### src/rtl/core/wav_header_chunk_parser_core_defines.svh
// Assertion macros for the WAV header chunk parser.
// Used by the top level only; no other dependencies.
`ifndef WAV_HEADER_CHUNK_PARSER_CORE_DEFINES_SVH
`define WAV_HEADER_CHUNK_PARSER_CORE_DEFINES_SVH
// Assert that prop holds at every clock edge outside reset.
`define WHP_ASSERT(label, clk, rst_n, prop, msg) \
  label: assert property (@(posedge clk) disable iff (!rst_n) (prop)) else $error(msg);
// Assert that prop holds at every clock edge, reset included.
`define WHP_ASSERT_ALWAYS(label, clk, prop, msg) \
  label: assert property (@(posedge clk) (prop)) else $error(msg);
`endif

### src/rtl/core/whp_pkg.sv
// Shared constants and types for the WAV header chunk parser.
// No dependencies.
`default_nettype none
package whp_pkg;
  localparam logic [3:0] ST_OK       = 4'd0;
  localparam logic [3:0] ST_SHORT    = 4'd1;
  localparam logic [3:0] ST_MAGIC    = 4'd2;
  localparam logic [3:0] ST_OVERRUN  = 4'd3;
  localparam logic [3:0] ST_FMT_SIZE = 4'd4;
  localparam logic [3:0] ST_TAG      = 4'd5;
  localparam logic [3:0] ST_SIZES    = 4'd6;
  localparam logic [3:0] ST_CHANNELS = 4'd7;
  localparam logic [3:0] ST_WIDTH    = 4'd8;
  localparam logic [3:0] ST_NO_FMT   = 4'd9;
  localparam logic [3:0] ST_NO_FACT  = 4'd10;

  localparam logic [31:0] TAG_RIFF = 32'h4646_4952;
  localparam logic [31:0] TAG_WAVE = 32'h4556_4157;
  localparam logic [31:0] TAG_FMT  = 32'h2074_6D66;
  localparam logic [31:0] TAG_FACT = 32'h7463_6166;
  localparam logic [31:0] TAG_DATA = 32'h6174_6164;

  localparam logic [15:0] FT_PCM   = 16'h0001;
  localparam logic [15:0] FT_FLOAT = 16'h0003;
  localparam logic [15:0] FT_ALAW  = 16'h0006;
  localparam logic [15:0] FT_MULAW = 16'h0007;
  localparam logic [15:0] FT_EXT   = 16'hFFFE;

  localparam logic [2:0] SF_U8    = 3'd0;
  localparam logic [2:0] SF_S16   = 3'd1;
  localparam logic [2:0] SF_F32   = 3'd2;
  localparam logic [2:0] SF_F64   = 3'd3;
  localparam logic [2:0] SF_ALAW  = 3'd4;
  localparam logic [2:0] SF_ULAW  = 3'd5;

  // Divider handshake between the sequencer and the shared unit.
  typedef struct packed {
    logic        start;
    logic [31:0] dividend;
    logic [31:0] divisor;
  } div_req_t;

  typedef struct packed {
    logic        busy;
    logic        done;
    logic [31:0] quotient;
  } div_rsp_t;
endpackage
`default_nettype wire

### src/rtl/core/whp_divider.sv
// Radix-2 restoring divider, one quotient bit per cycle.
// Depends on whp_pkg.
`default_nettype none
module whp_divider
  import whp_pkg::*;
(
  input  wire logic     clk_i,
  input  wire logic     rst_ni,
  input  wire div_req_t req_i,
  output div_rsp_t      rsp_o
);
  logic [31:0] quo_q, quo_d, den_q, den_d;
  logic [32:0] rem_q, rem_d;
  logic [5:0]  cnt_q, cnt_d;
  logic        busy_q, busy_d, done_q, done_d;
  logic [32:0] trial;

  always_comb begin
    quo_d  = quo_q;
    den_d  = den_q;
    rem_d  = rem_q;
    cnt_d  = cnt_q;
    busy_d = busy_q;
    done_d = 1'b0;
    trial  = {rem_q[31:0], quo_q[31]} - {1'b0, den_q};
    if (req_i.start) begin
      quo_d  = req_i.dividend;
      den_d  = req_i.divisor;
      rem_d  = '0;
      cnt_d  = 6'd32;
      busy_d = 1'b1;
    end else if (busy_q) begin
      if (!trial[32]) begin
        rem_d = trial;
        quo_d = {quo_q[30:0], 1'b1};
      end else begin
        rem_d = {rem_q[31:0], quo_q[31]};
        quo_d = {quo_q[30:0], 1'b0};
      end
      cnt_d = cnt_q - 6'd1;
      if (cnt_q == 6'd1) begin
        busy_d = 1'b0;
        done_d = 1'b1;
      end
    end
  end

  always_ff @(posedge clk_i or negedge rst_ni) begin
    if (!rst_ni) begin
      busy_q <= 1'b0;
      done_q <= 1'b0;
      cnt_q  <= '0;
    end else begin
      busy_q <= busy_d;
      done_q <= done_d;
      cnt_q  <= cnt_d;
    end
  end

  always_ff @(posedge clk_i) begin
    quo_q <= quo_d;
    den_q <= den_d;
    rem_q <= rem_d;
  end

  assign rsp_o.busy     = busy_q;
  assign rsp_o.done     = done_q;
  assign rsp_o.quotient = quo_q;
endmodule
`default_nettype wire

### src/rtl/core/wav_header_chunk_parser_core.sv
// WAV header chunk parser: consumes a RIFF/WAVE file one byte per word on the
// slave stream and emits one summary word on the master stream at end of file.
// Depends on whp_pkg, whp_divider and the defines header.
//
// Bytes are taken one per cycle, except while the divider runs or a second
// end-of-file waits. When a fmt chunk body ends and its size and tag pass,
// the parser runs two divisions through a shared serial divider (byte rate
// over channels*rate, then block align over channels); no byte is taken
// until both are done, and bits/8 is a shift. If the fmt chunk ends on the
// final byte of the file, the summary word follows the second division.
// Everything else moves at one byte per cycle. The result word waits in an
// output register; the next file's bytes are taken meanwhile, but a second
// end-of-file waits until the first result has been taken. First error
// sticks; error results carry only the status, with all other fields zero.
`default_nettype none
`include "wav_header_chunk_parser_core_defines.svh"
module wav_header_chunk_parser_core
  import whp_pkg::*;
(
  input  wire logic         clk_i,
  input  wire logic         rst_ni,
  input  wire logic         s_axis_tvalid,
  output logic              s_axis_tready,
  input  wire logic [7:0]   s_axis_tdata,   // [7:0] data_byte
  input  wire logic         s_axis_tlast,   // end_of_file
  output logic              m_axis_tvalid,
  input  wire logic         m_axis_tready,
  // [3:0] status, [35:4] rate, [36] stereo, [39:37] sample_format,
  // [40] data_found, [72:41] data_length, [104:73] data_offset, [111:105] zero
  output logic [111:0]      m_axis_tdata
);
  localparam logic [1:0] PH_RIFF = 2'd0;
  localparam logic [1:0] PH_HEAD = 2'd1;
  localparam logic [1:0] PH_BODY = 2'd2;

  localparam logic [1:0] SQ_IDLE = 2'd0;
  localparam logic [1:0] SQ_DIV1 = 2'd1;
  localparam logic [1:0] SQ_DIV2 = 2'd2;

  logic [1:0]  phase_q, phase_d, sq_q, sq_d;
  logic [3:0]  hcnt_q, hcnt_d, err_q, err_d;
  logic [31:0] tag_q, tag_d, len_q, len_d, body_q, body_d, off_q, off_d;
  logic [63:0] ff_q, ff_d, fr_q, fr_d;
  logic [2:0]  seen_q, seen_d;
  logic [15:0] lft_q, lft_d;
  logic [35:0] res_q, res_d;
  logic [63:0] dl_q, dl_d;
  logic [31:0] bps_q, bps_d;
  logic        ov_q, ov_d;
  logic        eof_q, eof_d;
  logic [111:0] od_q, od_d;
  div_req_t    dreq;
  div_rsp_t    drsp;
  logic        acc;

  whp_divider u_div (.clk_i, .rst_ni, .req_i(dreq), .rsp_o(drsp));

  wire [15:0] f_tag = ff_q[15:0];
  wire [15:0] f_ch  = ff_q[31:16];
  wire [31:0] f_rate = ff_q[63:32];
  wire [15:0] f_align = fr_q[47:32];
  wire [15:0] f_bits = fr_q[63:48];

  assign s_axis_tready = (sq_q == SQ_IDLE) && !(s_axis_tlast && ov_q && !m_axis_tready);
  assign acc = s_axis_tvalid && s_axis_tready;

  always_comb begin
    logic [3:0]  n, st;
    logic [2:0]  fmt;
    logic        fin, beg, emit;
    logic [7:0]  b;
    phase_d = phase_q; hcnt_d = hcnt_q; tag_d = tag_q; len_d = len_q;
    body_d = body_q; off_d = off_q; ff_d = ff_q; fr_d = fr_q; err_d = err_q;
    seen_d = seen_q; lft_d = lft_q; res_d = res_q; dl_d = dl_q; sq_d = sq_q;
    bps_d = bps_q; ov_d = ov_q && !m_axis_tready; od_d = od_q; eof_d = eof_q;
    dreq = '0; fin = 1'b0; beg = 1'b0; emit = 1'b0; fmt = SF_U8; st = ST_OK;
    b = s_axis_tdata; n = hcnt_q;
    case (sq_q)
      SQ_DIV1: begin
        if (drsp.done) begin
          bps_d = drsp.quotient;
          dreq.start = 1'b1;
          dreq.dividend = {16'd0, f_align};
          dreq.divisor = {16'd0, f_ch};
          sq_d = SQ_DIV2;
        end
      end
      SQ_DIV2: begin
        if (drsp.done) begin
          sq_d = SQ_IDLE;
          // compare bytes per sample against align/ch and bits/8
          if (bps_q != drsp.quotient || bps_q != {19'd0, f_bits[15:3]})
            err_d = ST_SIZES;
          else if (f_ch != 16'd1 && f_ch != 16'd2) err_d = ST_CHANNELS;
          else begin
            st = ST_OK;
            case (f_tag)
              FT_PCM: begin
                if (bps_q == 32'd1) fmt = SF_U8;
                else if (bps_q == 32'd2) fmt = SF_S16;
                else st = ST_WIDTH;
              end
              FT_FLOAT: begin
                if (bps_q == 32'd4) fmt = SF_F32;
                else if (bps_q == 32'd8) fmt = SF_F64;
                else st = ST_WIDTH;
              end
              FT_ALAW: begin
                if (bps_q == 32'd1) fmt = SF_ALAW; else st = ST_WIDTH;
              end
              FT_MULAW: begin
                if (bps_q == 32'd1) fmt = SF_ULAW; else st = ST_WIDTH;
              end
              default: st = ST_TAG;
            endcase
            if (st != ST_OK) err_d = st;
            else begin
              res_d = {fmt, f_ch == 16'd2, f_rate};
              lft_d = f_tag;
              seen_d[0] = 1'b1;
            end
          end
          // the file ended on the last fmt byte: send its word now
          if (eof_q) emit = 1'b1;
        end
      end
      default: begin
        if (acc) begin
          if (err_q == ST_OK) begin
            off_d = off_q + 32'd1;
            case (phase_q)
              PH_RIFF: begin
                if (n < 4'd4) tag_d[8*n[1:0] +: 8] = b;
                else if (n >= 4'd8) len_d[8*n[1:0] +: 8] = b;
                if (n == 4'd11) begin
                  if (tag_q != TAG_RIFF || {b, len_q[23:0]} != TAG_WAVE)
                    err_d = ST_MAGIC;
                  phase_d = PH_HEAD; hcnt_d = '0; tag_d = '0; len_d = '0;
                end else hcnt_d = n + 4'd1;
              end
              PH_HEAD: begin
                if (n < 4'd4) tag_d[8*n[1:0] +: 8] = b;
                else len_d[8*n[1:0] +: 8] = b;
                if (n == 4'd7) begin
                  hcnt_d = '0;
                  beg = 1'b1;
                end else hcnt_d = n + 4'd1;
              end
              default: begin
                if (body_q < 32'd8) ff_d[8*body_q[2:0] +: 8] = b;
                else if (body_q < 32'd16) fr_d[8*body_q[2:0] +: 8] = b;
                body_d = body_q + 32'd1;
                if ({1'b0, body_q} + 33'd1 >= {1'b0, len_q}) fin = 1'b1;
              end
            endcase
            if (beg) begin
              body_d = '0; ff_d = '0; fr_d = '0;
              if (tag_d == TAG_FACT) seen_d[1] = 1'b1;
              if (tag_d == TAG_DATA) begin
                seen_d[2] = 1'b1;
                dl_d = {off_d, len_d};
              end
              if (len_d == 32'd0) fin = 1'b1;
              else phase_d = PH_BODY;
            end
            if (fin) begin
              if (tag_d == TAG_FMT) begin
                // checks that need no division, then kick off the divider
                if (len_d != 32'd16 && len_d != 32'd18 && len_d != 32'd40)
                  err_d = ST_FMT_SIZE;
                else if (ff_d[15:0] != FT_PCM && ff_d[15:0] != FT_FLOAT &&
                         ff_d[15:0] != FT_ALAW && ff_d[15:0] != FT_MULAW &&
                         ff_d[15:0] != FT_EXT)
                  err_d = ST_TAG;
                else if (ff_d[15:0] != FT_PCM && len_d == 32'd16)
                  err_d = ST_FMT_SIZE;
                else if (32'(ff_d[63:32] * {16'd0, ff_d[31:16]}) == 32'd0)
                  err_d = ST_SIZES;
                else begin
                  dreq.start = 1'b1;
                  dreq.dividend = fr_d[31:0];
                  dreq.divisor = 32'(ff_d[63:32] * {16'd0, ff_d[31:16]});
                  sq_d = SQ_DIV1;
                end
              end
              phase_d = PH_HEAD; hcnt_d = '0; tag_d = '0; len_d = '0; body_d = '0;
            end
          end
          if (s_axis_tlast) begin
            // hold the word back while a fmt check is still dividing
            if (sq_d != SQ_IDLE) eof_d = 1'b1;
            else emit = 1'b1;
          end
        end
      end
    endcase
    // End of file: build the summary word and return the parse state to its reset values.
    if (emit) begin
      st = err_d;
      if (st == ST_OK) begin
        if (phase_d == PH_RIFF) st = ST_SHORT;
        else if (phase_d == PH_BODY) st = ST_OVERRUN;
        else if (!seen_d[0]) st = ST_NO_FMT;
        else if (lft_d != FT_PCM && !seen_d[1]) st = ST_NO_FACT;
      end
      if (st == ST_OK)
        od_d = {7'd0, dl_d[63:32], dl_d[31:0], seen_d[2], res_d, st};
      else od_d = {108'd0, st};
      ov_d = 1'b1; eof_d = 1'b0;
      phase_d = PH_RIFF; hcnt_d = '0; tag_d = '0; len_d = '0; body_d = '0;
      ff_d = '0; fr_d = '0; off_d = '0; err_d = ST_OK; seen_d = '0;
      lft_d = '0; res_d = '0; dl_d = '0;
    end
  end

  // Control and parse state; the output slot is free whenever eof_q is set,
  // since the final byte is only taken once any earlier word has gone.
  always_ff @(posedge clk_i or negedge rst_ni) begin
    if (!rst_ni) begin
      phase_q <= PH_RIFF; hcnt_q <= '0; err_q <= ST_OK; seen_q <= '0;
      sq_q <= SQ_IDLE; ov_q <= 1'b0; eof_q <= 1'b0; off_q <= '0; body_q <= '0;
      tag_q <= '0; len_q <= '0; ff_q <= '0; fr_q <= '0; lft_q <= '0;
      res_q <= '0; dl_q <= '0;
    end else begin
      phase_q <= phase_d; hcnt_q <= hcnt_d; err_q <= err_d; seen_q <= seen_d;
      sq_q <= sq_d; ov_q <= ov_d; eof_q <= eof_d; off_q <= off_d; body_q <= body_d;
      tag_q <= tag_d; len_q <= len_d; ff_q <= ff_d; fr_q <= fr_d; lft_q <= lft_d;
      res_q <= res_d; dl_q <= dl_d;
    end
  end

  always_ff @(posedge clk_i) begin
    bps_q <= bps_d;
    od_q  <= od_d;
  end

  assign m_axis_tvalid = ov_q;
  assign m_axis_tdata  = od_q;

  `WHP_ASSERT(a_no_take_while_div, clk_i, rst_ni, (sq_q != SQ_IDLE) |-> !s_axis_tready, "byte taken during fmt division")
  `WHP_ASSERT(a_div_busy, clk_i, rst_ni, (sq_q != SQ_IDLE) |-> (drsp.busy || drsp.done), "sequencer waits on an idle divider")
  `WHP_ASSERT(a_err_zero, clk_i, rst_ni, (m_axis_tvalid && m_axis_tdata[3:0] != ST_OK) |-> (m_axis_tdata[111:4] == '0), "error result carries data")
endmodule
`default_nettype wire
### config.mk
export PLATFORM = sky130hd
export DESIGN_NAME = wav_header_chunk_parser_core
export DESIGN_NICKNAME = d
export VERILOG_FILES = /design/src/rtl/core/whp_pkg.sv /design/src/rtl/core/whp_divider.sv /design/src/rtl/core/wav_header_chunk_parser_core.sv
export VERILOG_INCLUDE_DIRS = /design/src /design/src/rtl/core
export SDC_FILE = /design/constraint.sdc
export NUM_CORES = 2
export LEC_CHECK = 0
export BUFFER_PORTS_ARGS = -buffer_cell sky130_fd_sc_hd__buf_2
export CELL_PAD_IN_SITES_DETAIL_PLACEMENT = 0
export CELL_PAD_IN_SITES_GLOBAL_PLACEMENT = 1
export CORE_MARGIN = 2
export CORE_UTILIZATION = 50
export DETAILED_ROUTE_END_ITERATION = 10
export PLACE_DENSITY = 0.83
export RECOVER_POWER = 25
export SYNTH_ARGS = -nofsm -noshare
export SYNTH_HDL_FRONTEND = slang
export SYNTH_SLANG_ARGS = --single-unit
### constraint.sdc
create_clock -name clk_i -period 12.4 [get_ports clk_i]
set_clock_uncertainty 0.2 [all_clocks]
set_input_delay 0.62 -clock clk_i [delete_from_list [all_inputs] [get_ports clk_i]]
set_output_delay 0.62 -clock clk_i [all_outputs]
set_load 0.01 [all_outputs]
# Word level (Yosys, flattened, before mapping)
# Cells that the tools add are included.
# op_classes
n_addsub	8
multipliers	1
n_lt_le_gt_ge	5
eq_ne	41
shift	4
mux	203
reduce_logical	47
# ops
op	n
64-bit 2-to-1 mux	24
32-bit 2-to-1 mux	36
65-bit 2-to-1 mux	9
36-bit 2-to-1 mux	6
4-bit 2-to-1 mux	38
65-bit one-hot mux with 2 select lines	1
64-bit bitwise mux	2
32-bit one-hot mux with 2 select lines	2
16-bit 2-to-1 mux	6
32-bit by 1-bit adder with 32-bit output, second input constant	2
32-bit bitwise mux	2
32-bit by 31-bit == test with 1-bit output, second input constant	2
32-bit logical NOT	2
32-bit by 31-bit inequality test with 1-bit output, second input constant	2
32-bit by 5-bit inequality test with 1-bit output, second input constant	2
8-bit by 34-bit variable shift with 64-bit output, first input constant	1
8-bit by 34-bit indexed part select with 64-bit output	1
2-bit 2-to-1 mux	27
16-bit by 1-bit inequality test with 1-bit output, second input constant	3
1-bit 2-to-1 mux	39
5-bit negation with 34-bit output	1
6-bit negation with 34-bit output	1
8-bit by 34-bit variable shift with 32-bit output, first input constant	1
8-bit by 34-bit indexed part select with 32-bit output	1
other kinds (53)	98
# totals
register_bits	637
output_inout_bits	114
elab_cells	335

# Logic depth before layout (Yosys ltp)
# logic_depth
depth_word	30
ltp_mapped	42
mapped_depth_nobuf	36

# Hierarchy
# A second synthesis with hierarchy kept.
# hier_totals
hier_cells	4898
hier_area_um2	45591.2
# by_module_without_submodules
mod	n_inst	cells_each	area_each_um2	seq_area_each_um2
wav_header_chunk_parser_core	1	4293	39502.9	13773.2
whp_divider	1	605	6088.3	2762.6

# Worst setup path after synthesis
# Ideal clock, no wire load.
# synth_path
path_kind	register -> register
start	register body_q[0]
end	register od_q[0], in the netlist m_axis_tdata[0], enable pin
setup_time_ps	420
arrival_time_ps	10895
required_time_ps	11780
slack_ps	885
path_stages_with_launch	34
path_buffers	6
period_less_slack_ps	11515
path_cell_list	dfrtp_1 clkbuf_1 inv_1 ha_1 clkbuf_1 or4_1 nor3_1 clkbuf_1 mux2i_1 nor2_1 fa_1 inv_1 fa_1 fa_1 fa_1 fa_1 fa_1 inv_1 ha_1 clkbuf_1 o21a_1 o21bai_1 a211o_1 o2bb2ai_1 o21ai_0 xor2_1 or4_1 nor4_1 and4_1 a311oi_2 o21a_2 inv_2 buf_4 buf_2
# synth_via
elab_chain_cells	26
word_cells_on_any_way	46
classes_between	add/sub (2); mul (1); order compare (2); eq/ne (5); shift (2); mux (27); reduce/logical (7)
# synth_rtl
item	line_no	source
start: declaration	wav_header_chunk_parser_core.sv:42	logic [31:0] tag_q, tag_d, len_q, len_d, body_q, body_d, off_q, off_d;
start signal: assignment	wav_header_chunk_parser_core.sv:221	sq_q <= SQ_IDLE; ov_q <= 1'b0; eof_q <= 1'b0; off_q <= '0; body_q <= '0;
start signal: assignment	wav_header_chunk_parser_core.sv:226	sq_q <= sq_d; ov_q <= ov_d; eof_q <= eof_d; off_q <= off_d; body_q <= body_d;
parallel branches: the longest is 17 deep, another holds 6-bit negation with 34-bit output	-	
2-bit 2-to-1 mux *	wav_header_chunk_parser_core.sv:166	if (fin) begin
2-bit 2-to-1 mux *	wav_header_chunk_parser_core.sv:129	if (err_q == ST_OK) begin
2-bit 2-to-1 mux *	wav_header_chunk_parser_core.sv:128	if (acc) begin
2-bit 2-to-1 mux *	wav_header_chunk_parser_core.sv:78	case (sq_q)
2-bit nonzero test *	wav_header_chunk_parser_core.sv:191	if (sq_d != SQ_IDLE) eof_d = 1'b1;
1-bit 2-to-1 mux *	wav_header_chunk_parser_core.sv:191	
1-bit 2-to-1 mux *	wav_header_chunk_parser_core.sv:189	if (s_axis_tlast) begin
1-bit 2-to-1 mux *	wav_header_chunk_parser_core.sv:128	
1-bit one-hot mux with 2 select lines *	wav_header_chunk_parser_core.sv:78	
end signal: assignment	wav_header_chunk_parser_core.sv:234	od_q <= od_d;
end: declaration	wav_header_chunk_parser_core.sv:51	logic [111:0] od_q, od_d;
# Mark *: on every way between the ends. The select of a mux whose other input is x is not followed.
# A chain may end at the register's enable or synchronous reset.

# Worst setup path in the final report
# layout_path
start	register body_q[0]
end	register tag_q[12]
# layout_via
elab_chain_cells	28
word_cells_on_any_way	55
classes_between	add/sub (2); mul (1); order compare (2); eq/ne (6); shift (2); mux (32); reduce/logical (10)
# layout_rtl
item	line_no	source
parallel branches: the longest is 28 deep, another holds 6-bit negation with 34-bit output	-	
end signal: assignment	wav_header_chunk_parser_core.sv:222	tag_q <= '0; len_q <= '0; ff_q <= '0; fr_q <= '0; lft_q <= '0;
end signal: assignment	wav_header_chunk_parser_core.sv:227	tag_q <= tag_d; len_q <= len_d; ff_q <= ff_d; fr_q <= fr_d; lft_q <= lft_d;
end: declaration	wav_header_chunk_parser_core.sv:42	
# Several ways; the timed one is not identified. The select of a mux whose other input is x is not followed.

==> results.yml <==
status:
  status: "finished with violations"
  violations: "max-capacitance violations, max-slew violations"
clock_tree:
  insertion_delay_ps: 640
  post_cts_buffers: 0
  root_buffer: "clkbuf_16"
  cts_tree: "done"
  cts_max_level: 3
  clockBufferDepth: 3
  cts_buffers: 72
  clkSinkCount: 627
  path_clk_slew_ps: 60
power_and_ir_drop:
  ir_drop_mv: 0.102
  powerDensity_nw_per_um2: 95.0
  leakagePower_uw: 0.0187
placement:
  gp_congestion: 0.937
  dp_hpwl_um: 95700
  portBuffers: 119
sta:
  maxSlewViolCount: 313
  rsz0062_at_grt: "false"
  max_freq_ghz: 0.0846
  worstMarginPinSlew_ps: 4750
  finalHoldViolations: 0
  fin_crit_ps: 11820
  fin_tns_setup_ps: 0
  fin_crit_sh_pct: 95.4
  slew-limit-headroom_pct: -217
  finalSetupViolations: 0
final_layout:
  nets: 5310
  diodes: 0
  post-route-util_pct: 55.0
  syn_to_final_growth_pct: 9.00
  layout-drive-gt1-share_pct: 7.20
grt:
  grtUsageTotal_pct: 29.5
  grt_pass1_wl_um: 209000
  grt_antenna_before_repair: 6
  grt_overflow: 0
  grt_max_degree: 157
  grt_pass1_vias: 35000
worst_setup_path:
  r2r_start: "body_q[0]"
  path_class: "reg2reg"
  worstSetupStartpointType: "flop"
  crit_slowest_cell: "mux2i_1"
  crit_top_cell: "fa_1"
  critPathTopFamily: "adder cells"
  critPathArrivalTime_ps: 12120
  cp-end-kind: "flop"
  critPathRequiredTime_ps: 12690
  crit_path_start: "body_q[0]"
  crit_path_max_fanout: 69
  path_buf_inv: 5
  critical_path.max_stage_delay_ps: 940
floorplan:
  chipHeight_um: 303
  fp.dieW_um: 303
  start_util_pct: 50.5
  rows: 109
  die-area_um2: 91700
  core-area_um2: 88500
  io_pins: 127
job:
  drv_cap: 4
detailed_routing:
  antenna_left: 0
  drt_iter0_drc: 3691
  remaining_drc_errors: 0
  wl_per_cell_um: 22.0
  drtPass1Iterations: 8
  vias_per_cell: 5.94
  routed_wl_um: 133000
  num_vias: 36100
synthesis:
  yosysUniqueCellTypes: 91
  postSynthCellCount: 4851
  ys_async_sr_fraction_pct: 62.8
  ys.flop_type: "dfrtp_1"
  synth_area_um2: 44700
  yosysWarnings: 0
  ys_seq_elements: 627
  synth-edff-count: 201
  synth_seq_area_share_pct: 37.0
  syn_area_per_cell_um2: 9.21
hold_path:
  min_from: "s_axis_tlast"
  min_path_type: "in2reg"
worst reg2reg max path, delay by kind of cell (launching register included):
| kind | cells | cell delay [ps] |
|---|---|---|
| compound gates | 6 | 1620 |
| buf+inv | 5 | 1210 |
| xor+xnor | 1 | 210 |
| mux | 1 | 940 |
| flops | 1 | 670 |
| simple gates | 9 | 2870 |
| fa+ha+maj | 9 | 3970 |
synth_stat cells, drive strengths merged, types with 40 or more instances:
library cell	instances	share of area (%)
and2	123	1.7
a211oi	40	0.67
a22oi	99	1.7
mux2	63	1.6
o21ai	182	2.0
buf	89	1.1
a31oi	46	0.64
xor2	66	1.3
nor2	558	4.7
edfxtp	201	14
nor4	49	0.74
nor3	67	0.81
nand3	216	2.4
nand2	667	5.6
a21o	41	0.69
xnor2	140	2.7
fa	305	14
and3	66	0.92
dfrtp	394	22
clkbuf	217	1.8
nor3b	102	1.7
a21oi	202	2.3
inv	348	2.9
nand4	47	0.67
mux2i	78	1.7
ha	147	4.1
path summary, 6_finish.rpt:
check | to | slack, ps | cells after the start
min in group asynchronous | dl_q[36] | 2020 | 2
max reg2reg | tag_q[12] | 580 | 31
min reg2reg | bps_q[20] | 290 | 0
max | tag_q[12] | 580 | 31
min | eof_q | 150 | 3
max in group asynchronous | fr_q[44] | 4150 | 4
state kept, by name, indices dropped and copies added (netlist names), 36 cells and up:
signal / cells
dl_q: 64
m_axis_tdata: 105
fr_q: 61
ff_q: 64
res_q: 36
cells in the final DEF, fill, tap and decap left out, drive strengths merged, types with 109 or more instances in the layout:
master,n
fa,305
buf,109
nand3,216
nand2,667
o21ai,182
clkbuf,201
nor2,558
xnor2,140
ha,147
a21oi,202
and2,123
dfrtp,394
inv,352
edfxtp,201
power by group:
| group | switching, uW | internal [uW] | total [uW] |
|---|---|---|---|
| Sequential | 27.8 | 2160 | 2190 |
| Combinational | 215 | 62.8 | 278 |
| Clock | 939 | 1220 | 2160 |
routing by layer:
metal	part of all wire, %	wire [um]	up-vias	track usage [%]
met1	45	60000	17800	44.6
met3	9.7	12900	242	6.39
met5	0.038	51	-	0
li1	-	-	16400	-
met4	2.6	3420	8	8.25
met2	43	56900	1595	42.6
metrics by stage:
step | total power [uW] | hold WS (ps) | setup WS [ps] | std cells | instance area, um2
final | 4620 | 146 | 576 | 6069 | 48700
after global routing | 4770 | 145 | 42.0 | 6069 | 48700
after CTS | 4660 | 106 | 632 | 6069 | 48800
after detailed placement | 2510 | 277 | 661 | 5935 | 46400
after global placement | 2500 | 281 | 715 | 5935 | 46400
after floorplan | 2380 | 124 | 885 | 4857 | 44700
repair_timing:
action / in CTS / in global routing
hold endpoints to repair: 78 / 0
setup endpoints to repair: 0 / 33
hold buffers: 1 / 0
resized for setup: 0 / 1
kinds of logic (layout without fill, tap and decap cells):
| group | count (synthesis) | count (layout) | synth area share [%] |
|---|---|---|---|
| AO/OA/AOI/OAI | 755 | 755 | 10.7 |
| adder cells (fa/ha/maj) | 452 | 452 | 17.8 |
| XOR/XNOR | 207 | 207 | 4.11 |
| AND/OR/NAND/NOR | 2014 | 2014 | 21.2 |
| buffers and inverters | 654 | 701 | 5.84 |
| multiplexers | 141 | 141 | 3.34 |
| other | 1 | 7 | 0.00840 |
| flip-flops | 627 | 627 | 37.0 |
area by class of cell:
type                    count  area [um2]
clock buffers              91        1940
clock inverters            42         447
fillers                  8100       39800
inverters                 348        1310
multi-input cells        3576       25700
flip-flops and latches    627       16500
well taps                1165        1460
repair buffers            220        1330
(Power assumes the default switching activity.)
